**src/design/btk_pkg.sv**
```systemverilog
`timescale 1ns / 1ps
// Package for the bounded top-k sorted list: word structs, cell control struct,
// register indexes and fixed field widths. No dependencies.
package btk_pkg;

  localparam int KEY_W     = 32;
  localparam int IN_TAG_W  = 16;
  localparam int COUNT_W   = 5;
  localparam int CFG_W     = 5;
  localparam int CFG_IDX_W = 1;

  localparam logic [CFG_IDX_W-1:0] REG_KEEP_MODE = 1'd0;
  localparam logic [CFG_IDX_W-1:0] REG_CAPACITY  = 1'd1;

  typedef struct packed {
    logic [KEY_W-1:0]    item_key;
    logic [IN_TAG_W-1:0] item_tag;
  } in_word_t;

  typedef struct packed {
    logic [COUNT_W-1:0]  entry_count;
    logic                evicted_valid;
    logic [KEY_W-1:0]    evicted_key;
    logic [IN_TAG_W-1:0] evicted_tag;
    logic                head_valid;
    logic [KEY_W-1:0]    head_key;
    logic [IN_TAG_W-1:0] head_tag;
  } out_word_t;

  // broadcast to every cell for one insert
  typedef struct packed {
    logic             load;
    logic             keep_small;
    logic             evict;
    logic [KEY_W-1:0] key;
  } cell_ctrl_t;

endpackage

```
**src/design/btk_cell.sv**
```systemverilog
`timescale 1ns / 1ps
// One slot of the sorted list: holds a key and tag, compares against the new key,
// and takes its next entry from itself, a neighbor or the new word. Uses btk_pkg.
module btk_cell #(
  parameter int TAG_BITS = 16
) (
  input  logic                     clk_i,
  input  btk_pkg::cell_ctrl_t      ctrl_i,
  input  logic [TAG_BITS-1:0]      new_tag_i,
  input  logic                     slot_valid_i,
  input  logic                     run_in_i,
  input  logic                     run_far_i,
  input  logic [btk_pkg::KEY_W-1:0] left_key_i,
  input  logic [TAG_BITS-1:0]      left_tag_i,
  input  logic [btk_pkg::KEY_W-1:0] right_key_i,
  input  logic [TAG_BITS-1:0]      right_tag_i,
  output logic                     run_out_o,
  output logic [btk_pkg::KEY_W-1:0] key_o,
  output logic [TAG_BITS-1:0]      tag_o,
  output logic [btk_pkg::KEY_W-1:0] key_nxt_o,
  output logic [TAG_BITS-1:0]      tag_nxt_o
);
  import btk_pkg::*;

  logic [KEY_W-1:0]    key_q, key_d;
  logic [TAG_BITS-1:0] tag_q, tag_d;
  logic                ahead;

  assign ahead     = slot_valid_i && (ctrl_i.keep_small ? (key_q > ctrl_i.key)
                                                        : (key_q < ctrl_i.key));
  assign run_out_o = run_in_i && ahead;

  always_comb begin
    if (ctrl_i.evict) begin
      if (run_far_i) begin
        key_d = right_key_i;
        tag_d = right_tag_i;
      end else if (run_out_o) begin
        key_d = ctrl_i.key;
        tag_d = new_tag_i;
      end else begin
        key_d = key_q;
        tag_d = tag_q;
      end
    end else begin
      if (run_out_o) begin
        key_d = key_q;
        tag_d = tag_q;
      end else if (run_in_i) begin
        key_d = ctrl_i.key;
        tag_d = new_tag_i;
      end else begin
        key_d = left_key_i;
        tag_d = left_tag_i;
      end
    end
  end

  always_ff @(posedge clk_i) begin
    if (ctrl_i.load) begin
      key_q <= key_d;
      tag_q <= tag_d;
    end
  end

  assign key_o     = key_q;
  assign tag_o     = tag_q;
  assign key_nxt_o = key_d;
  assign tag_nxt_o = tag_d;

endmodule

```
**src/design/bounded_top_k_sorted_list.sv**
```systemverilog
`timescale 1ns / 1ps
// Top level of the bounded top-k sorted list: config registers, a chain of
// btk_cell slots, count tracking and the output word register. Uses btk_pkg.
//
//  channel | signals                           | word
//  in      | in_valid_i  in_stall_o  in_word_i   | btk_pkg::in_word_t
//  out     | out_valid_o out_stall_i out_word_o  | btk_pkg::out_word_t
//  cfg     | cfg_we_i    cfg_idx_i   cfg_data_i  | keep_mode, capacity
//
// One word per cycle while the output is not stalled: all cells compare and shift
// in the cycle a word is taken; the output word register captures the result.
// The insert position travels cell to cell as a one-bit run chain.
// Reset empties the list and sets keep_mode 0, capacity 16; slot contents are
// undefined until written. A stalled output word stalls the input.
module bounded_top_k_sorted_list #(
  parameter int DEPTH    = 16,
  parameter int TAG_BITS = 16
) (
  input  logic                          clk_i,
  input  logic                          rst_ni,
  input  logic                          in_valid_i,
  output logic                          in_stall_o,
  input  btk_pkg::in_word_t             in_word_i,
  output logic                          out_valid_o,
  input  logic                          out_stall_i,
  output btk_pkg::out_word_t            out_word_o,
  input  logic                          cfg_we_i,
  input  logic [btk_pkg::CFG_IDX_W-1:0] cfg_idx_i,
  input  logic [btk_pkg::CFG_W-1:0]     cfg_data_i
);
  import btk_pkg::*;

  localparam int CNT_W = $clog2(DEPTH + 1);
  localparam int CMP_W = ((CNT_W > CFG_W) ? CNT_W : CFG_W) + 1;

  logic             mode_q;
  logic [CFG_W-1:0] cap_q;
  logic [CNT_W-1:0] count_q, count_d;
  logic             out_valid_q;
  out_word_t        out_q;

  logic             accept;
  logic [CMP_W-1:0] cap_ext, cap_eff, n_plus;
  logic             evict;
  cell_ctrl_t       ctrl;
  logic [TAG_BITS-1:0] new_tag;

  logic                run [DEPTH+2];
  logic [KEY_W-1:0]    key_cur [DEPTH];
  logic [TAG_BITS-1:0] tag_cur [DEPTH];
  logic [KEY_W-1:0]    key_nxt [DEPTH];
  logic [TAG_BITS-1:0] tag_nxt [DEPTH];

  assign in_stall_o = out_valid_q && out_stall_i;
  assign accept     = in_valid_i && !in_stall_o;

  assign cap_ext = CMP_W'(cap_q);
  assign cap_eff = (cap_ext > CMP_W'(DEPTH)) ? CMP_W'(DEPTH) : cap_ext;
  assign n_plus  = CMP_W'(count_q) + CMP_W'(1);
  assign evict   = n_plus > cap_eff;
  assign count_d = evict ? count_q : count_q + CNT_W'(1);

  assign new_tag         = TAG_BITS'(in_word_i.item_tag);
  assign ctrl.load       = accept;
  assign ctrl.keep_small = mode_q;
  assign ctrl.evict      = evict;
  assign ctrl.key        = in_word_i.item_key;

  assign run[0]       = 1'b1;
  assign run[DEPTH+1] = 1'b0;

  for (genvar i = 0; i < DEPTH; i++) begin : g_cell
    logic [KEY_W-1:0]    lk, rk;
    logic [TAG_BITS-1:0] lt, rt;
    if (i == 0) begin : g_first
      assign lk = '0;
      assign lt = '0;
    end else begin : g_mid
      assign lk = key_cur[i-1];
      assign lt = tag_cur[i-1];
    end
    if (i == DEPTH - 1) begin : g_last
      assign rk = '0;
      assign rt = '0;
    end else begin : g_body
      assign rk = key_cur[i+1];
      assign rt = tag_cur[i+1];
    end
    btk_cell #(.TAG_BITS(TAG_BITS)) u_cell (
      .clk_i        (clk_i),
      .ctrl_i       (ctrl),
      .new_tag_i    (new_tag),
      .slot_valid_i (CMP_W'(i) < CMP_W'(count_q)),
      .run_in_i     (run[i]),
      .run_far_i    (run[i+2]),
      .left_key_i   (lk),
      .left_tag_i   (lt),
      .right_key_i  (rk),
      .right_tag_i  (rt),
      .run_out_o    (run[i+1]),
      .key_o        (key_cur[i]),
      .tag_o        (tag_cur[i]),
      .key_nxt_o    (key_nxt[i]),
      .tag_nxt_o    (tag_nxt[i])
    );
  end

  always_ff @(posedge clk_i or negedge rst_ni) begin
    if (!rst_ni) begin
      mode_q      <= 1'b0;
      cap_q       <= CFG_W'(16);
      count_q     <= '0;
      out_valid_q <= 1'b0;
    end else begin
      if (cfg_we_i) begin
        case (cfg_idx_i)
          REG_KEEP_MODE: mode_q <= cfg_data_i[0];
          REG_CAPACITY:  cap_q  <= cfg_data_i;
          default: ;
        endcase
      end
      if (accept) begin
        count_q     <= count_d;
        out_valid_q <= 1'b1;
      end else if (!out_stall_i) begin
        out_valid_q <= 1'b0;
      end
    end
  end

  always_ff @(posedge clk_i) begin
    if (accept) begin
      out_q.entry_count   <= COUNT_W'(count_d);
      out_q.evicted_valid <= evict;
      out_q.evicted_key   <= !evict ? '0 : (run[1] ? key_cur[0] : in_word_i.item_key);
      out_q.evicted_tag   <= !evict ? '0 : IN_TAG_W'(run[1] ? tag_cur[0] : new_tag);
      out_q.head_valid    <= count_d != '0;
      out_q.head_key      <= (count_d != '0) ? key_nxt[0] : '0;
      out_q.head_tag      <= (count_d != '0) ? IN_TAG_W'(tag_nxt[0]) : '0;
    end
  end

  assign out_valid_o = out_valid_q;
  assign out_word_o  = out_q;

  a_count_bound: assert property (@(posedge clk_i) disable iff (!rst_ni)
    CMP_W'(count_q) <= CMP_W'(DEPTH))
    else $error("held count above depth");

  a_count_step: assert property (@(posedge clk_i) disable iff (!rst_ni)
    accept && !evict |=> count_q == $past(count_q) + CNT_W'(1))
    else $error("count did not grow on insert without eviction");

  a_evict_keeps: assert property (@(posedge clk_i) disable iff (!rst_ni)
    accept && evict |=> count_q == $past(count_q))
    else $error("count changed on evicting insert");

  a_empty_head: assert property (@(posedge clk_i) disable iff (!rst_ni)
    out_valid_o && !out_word_o.head_valid |->
      out_word_o.head_key == '0 && out_word_o.head_tag == '0 &&
      out_word_o.entry_count == '0)
    else $error("empty list reports a head");

endmodule

```
**config.mk**
```make
export PLATFORM = sky130hd
export DESIGN_NAME = bounded_top_k_sorted_list
export DESIGN_NICKNAME = d
export VERILOG_FILES = /design/src/design/btk_pkg.sv /design/src/design/btk_cell.sv /design/src/design/bounded_top_k_sorted_list.sv
export SDC_FILE = /design/constraint.sdc
export NUM_CORES = 2
export LEC_CHECK = 0
export ABC_AREA = 0
export BUFFER_PORTS_ARGS = -buffer_cell sky130_fd_sc_hd__buf_2
export CAP_MARGIN = 40
export CORE_MARGIN = 4
export CORE_UTILIZATION = 30
export CTS_BUF_LIST = sky130_fd_sc_hd__clkbuf_8
export DETAILED_ROUTE_END_ITERATION = 8
export GPL_TIMING_DRIVEN = 0
export PLACE_DENSITY = 0.48
export SLEW_MARGIN = 30
export SYNTH_ARGS = -nofsm -noshare
export SYNTH_HDL_FRONTEND = slang
export SYNTH_SLANG_ARGS = --single-unit
```
**constraint.sdc**
```tcl
create_clock -name clk_i -period 20.5 [get_ports clk_i]
set_input_delay 1.025 -clock clk_i [delete_from_list [all_inputs] [get_ports clk_i]]
set_output_delay 1.025 -clock clk_i [all_outputs]
set_load 0.05 [all_outputs]
```
==> flow_summary.ini <==
[run_status]
outcome = finished, final reports clean

[sta]
rsz0062_at_grt = false
drv_slew = 0
max_slew.worst_pin.slew_ps = 995
hold_viol_final = 0
worst_hold_slack_ps = 276
fin_tns_setup_ps = 0
min_period_ps = 7410
slew_headroom_pct = 33.6
period_share_pct = 36.1
timing.fmax_mhz = 135
setup_viol = 0
finClkSkew_ps = 65.8

[finish]
final_cell_mix = mux2i_1 (999), edfxtp_1 (871), nand2_1 (521), o21ai_0 (521), ha_1 (518)
layout-drive-gt1-share_pct = 13.7
layout_commonest_cell = mux2i_1
fin_nets = 7640
finalNonFillerCells = 10200
fill_cells = 23100
area_growth_pct = 14.4
multi_input_area_mm2 = 0.0380
regArea_mm2 = 0.0265
utilization_pct = 34.4

[clock_network]
cts_tree = yes
clkTransAtPathRegs_ps = 60
clock-sinks = 883
cts_made_buffers = 178
clockBufferDepth = 3
post_cts_buffers = 0
cts_max_level = 4
cts-root-buf = clkbuf_8
clock_latency_ps = 980

[floorplan]
die_y_um = 480
ios = 164
core_mm2 = 0.222
die_x_um = 480
die_area_mm2 = 0.231
rows = 173
start_util_pct = 30.1

[synthesis]
synthArstFlopShare_pct = 1.36
synthXorXnorAreaFrac_pct = 0.0917
synth-seq-cells = 883
syn_nets = 7194
synth-simple-area-share_pct = 11.1
synth_top_family_by_area = multiplexers
muxShareOfSynthArea_pct = 19.6
seq_area_frac_synth_pct = 39.6
synth_compound_area_share_pct = 16.2
yosys_most_used_dff = edfxtp_1
ys_warn_count = 0
synth_area_mm2 = 0.0669
synth_edf_count = 871
avgSynthCellArea_um2 = 10.1
synth_fa_ha_area_share_pct = 9.69
synthDistinctLibCells = 88
synthCells = 6617

[power_and_ir_drop]
ir_drop_mv = 0.0965
fin_total_pwr_mw = 15.7
p_leak_nw = 31.0
powerDensity_mw_per_mm2 = 205

[flow_run]
cap_viol_max_count = 0

[critical_path]
worstPathArrival_ps = 8100
crit_fanout = 25
startpoint_type = input pin
crit_path_end_kind = flop
r2r_cells = 15
crit_required_ps = 21190
criticalPathCategory = input pin to flop

[global_routing]
first_global_vias = 57400
grt_use_total_pct = 24.9
grt_pass1_wl_mm = 419
antenna_found_initial = 18
grt_overflow = 0
grt_max_degree = 82

[placed_design]
numPortBuffers = 163
place_congestion = 0.968
dp_hpwl_mm = 239
placed_cells = 9835

[worst_hold_path]
min_path_cells = 2
hp-class = input pin to flop

[route]
vias_per_cell = 5.81
drt_iter0_drc = 6437
drc = 0
wirelength_mm = 299
wl_per_cell_um = 29.4
wl_met3_mm = 25.0
postRouteAntennaNets = 0
highest_layer = met5
drtPass1Iterations = 8
wl_met2_mm = 127
via_count = 59200
wirelength_met1_mm = 135
## cell usage after synthesis, types with 11 or more instances
master | count | share of area, %
clkbuf_1 | 382 | 2.1
o2bb2ai_1 | 19 | 0.25
buf_4 | 17 | 0.19
and2_0 | 15 | 0.14
nand4_1 | 104 | 0.97
o211ai_1 | 224 | 2.5
buf_1 | 32 | 0.18
a31oi_1 | 19 | 0.18
buf_2 | 90 | 0.67
and2_1 | 182 | 1.7
o2111ai_1 | 82 | 1.1
nand2b_1 | 15 | 0.14
or3_1 | 11 | 0.10
nand3_1 | 192 | 1.4
o21ai_1 | 80 | 0.60
o21a_1 | 96 | 1.1
o21ai_0 | 525 | 3.9
o22ai_1 | 88 | 0.82
inv_1 | 71 | 0.40
mux2_2 | 274 | 4.6
and3_1 | 55 | 0.51
a22o_1 | 18 | 0.24
mux2i_1 | 1000 | 15
ha_1 | 518 | 9.7
a21oi_1 | 430 | 3.2
edfxtp_1 | 871 | 39
a211oi_1 | 24 | 0.27
nand2_1 | 521 | 2.9
nor4_1 | 15 | 0.14
nor2b_1 | 33 | 0.31
o221ai_1 | 37 | 0.48
dfrtp_1 | 11 | 0.41
nor3_1 | 57 | 0.43
a21o_1 | 45 | 0.51
nor2_1 | 336 | 1.9
## where the power goes
group | switching [mW] | internal (mW)
clock | 0.910 | 0.890
sequential | 0.747 | 3.57
combinational | 6.15 | 3.43
## timing repair
| item | 4_1_cts | 5_1_grt |
|---|---|---|
| setup endpoints to repair | 0 | 0 |
| resized for setup | 0 | 0 |
| endpoints found under the hold margin | 11 | 0 |
| hold buffers | 1 | 0 |
## final cells by class
cell class,count,share of cell area [%]
inverter,72,0.363
timing repair buffer,266,3.18
multi-input combinational,5132,49.6
buffer,530,3.07
clock inverter,127,0.950
antenna,16,0.0523
sequential,883,34.6
clock buffer,183,3.29
tap,2975,4.87
## worst max-delay path, cell delays in order
cell	delay (ps)
buf_2	230
inv_1	220
clkbuf_4	440
ha_1	470
nand4_1	160
nor3_1	490
nand2_1	100
o211ai_1	400
a32oi_1	190
mux2_2	270
clkbuf_1	640
and4b_1	300
buf_2	300
buf_2	580
buf_2	520
buf_2	660
o2111ai_1	400
o21ai_1	450
mux2i_1	150
## metal layers
| layer | vias up | track usage, % |
|---|---|---|
| met2 | 2622 | 37.0 |
| met1 | 29700 | 35.1 |
| met4 | 14 | 9.80 |
| li1 | 26300 | - |
| met3 | 496 | 5.40 |
| met5 | - | 0 |
## final timing paths
check | startpoint | end | slack, ps
max | in_word_i[31] | g_cell[7].u_cell.key_o[26] | 13090
min | in_valid_i | out_valid_o | 280
max reg2reg | g_cell[5].u_cell.key_o[31] | g_cell[7].u_cell.key_o[26] | 13510
min reg2reg | cap_q[0] | cap_q[0] | 500
max in group asynchronous | rst_ni | cap_q[4] | 19720
min in group asynchronous | rst_ni | out_valid_o | 490
## state kept, by name, summed over array words and instances (netlist names)
name                 flops
cap_q                    5
g_cell.u_cell.key_o    512
out_word_o             103
out_valid_o              1
mode_q                   1
g_cell.u_cell.tag_o    256
count_q                  5
## logic make-up after synthesis
logic type	Yosys count
mux	1275
compound gates	1765
xor+xnor	7
simple gates	1567
flops	883
fa+ha+maj	518
buf+inv	602
## stage by stage
step	cell area (um^2)	worst slack [ps]
4_1_cts	76200	13500
2_1_floorplan	66900	1130
5_1_grt	76500	13190
3_5_place_dp	73000	12480
3_3_place_gp	71400	-9240
6_report	76500	13090
Power figures use the tool's default switching activity.
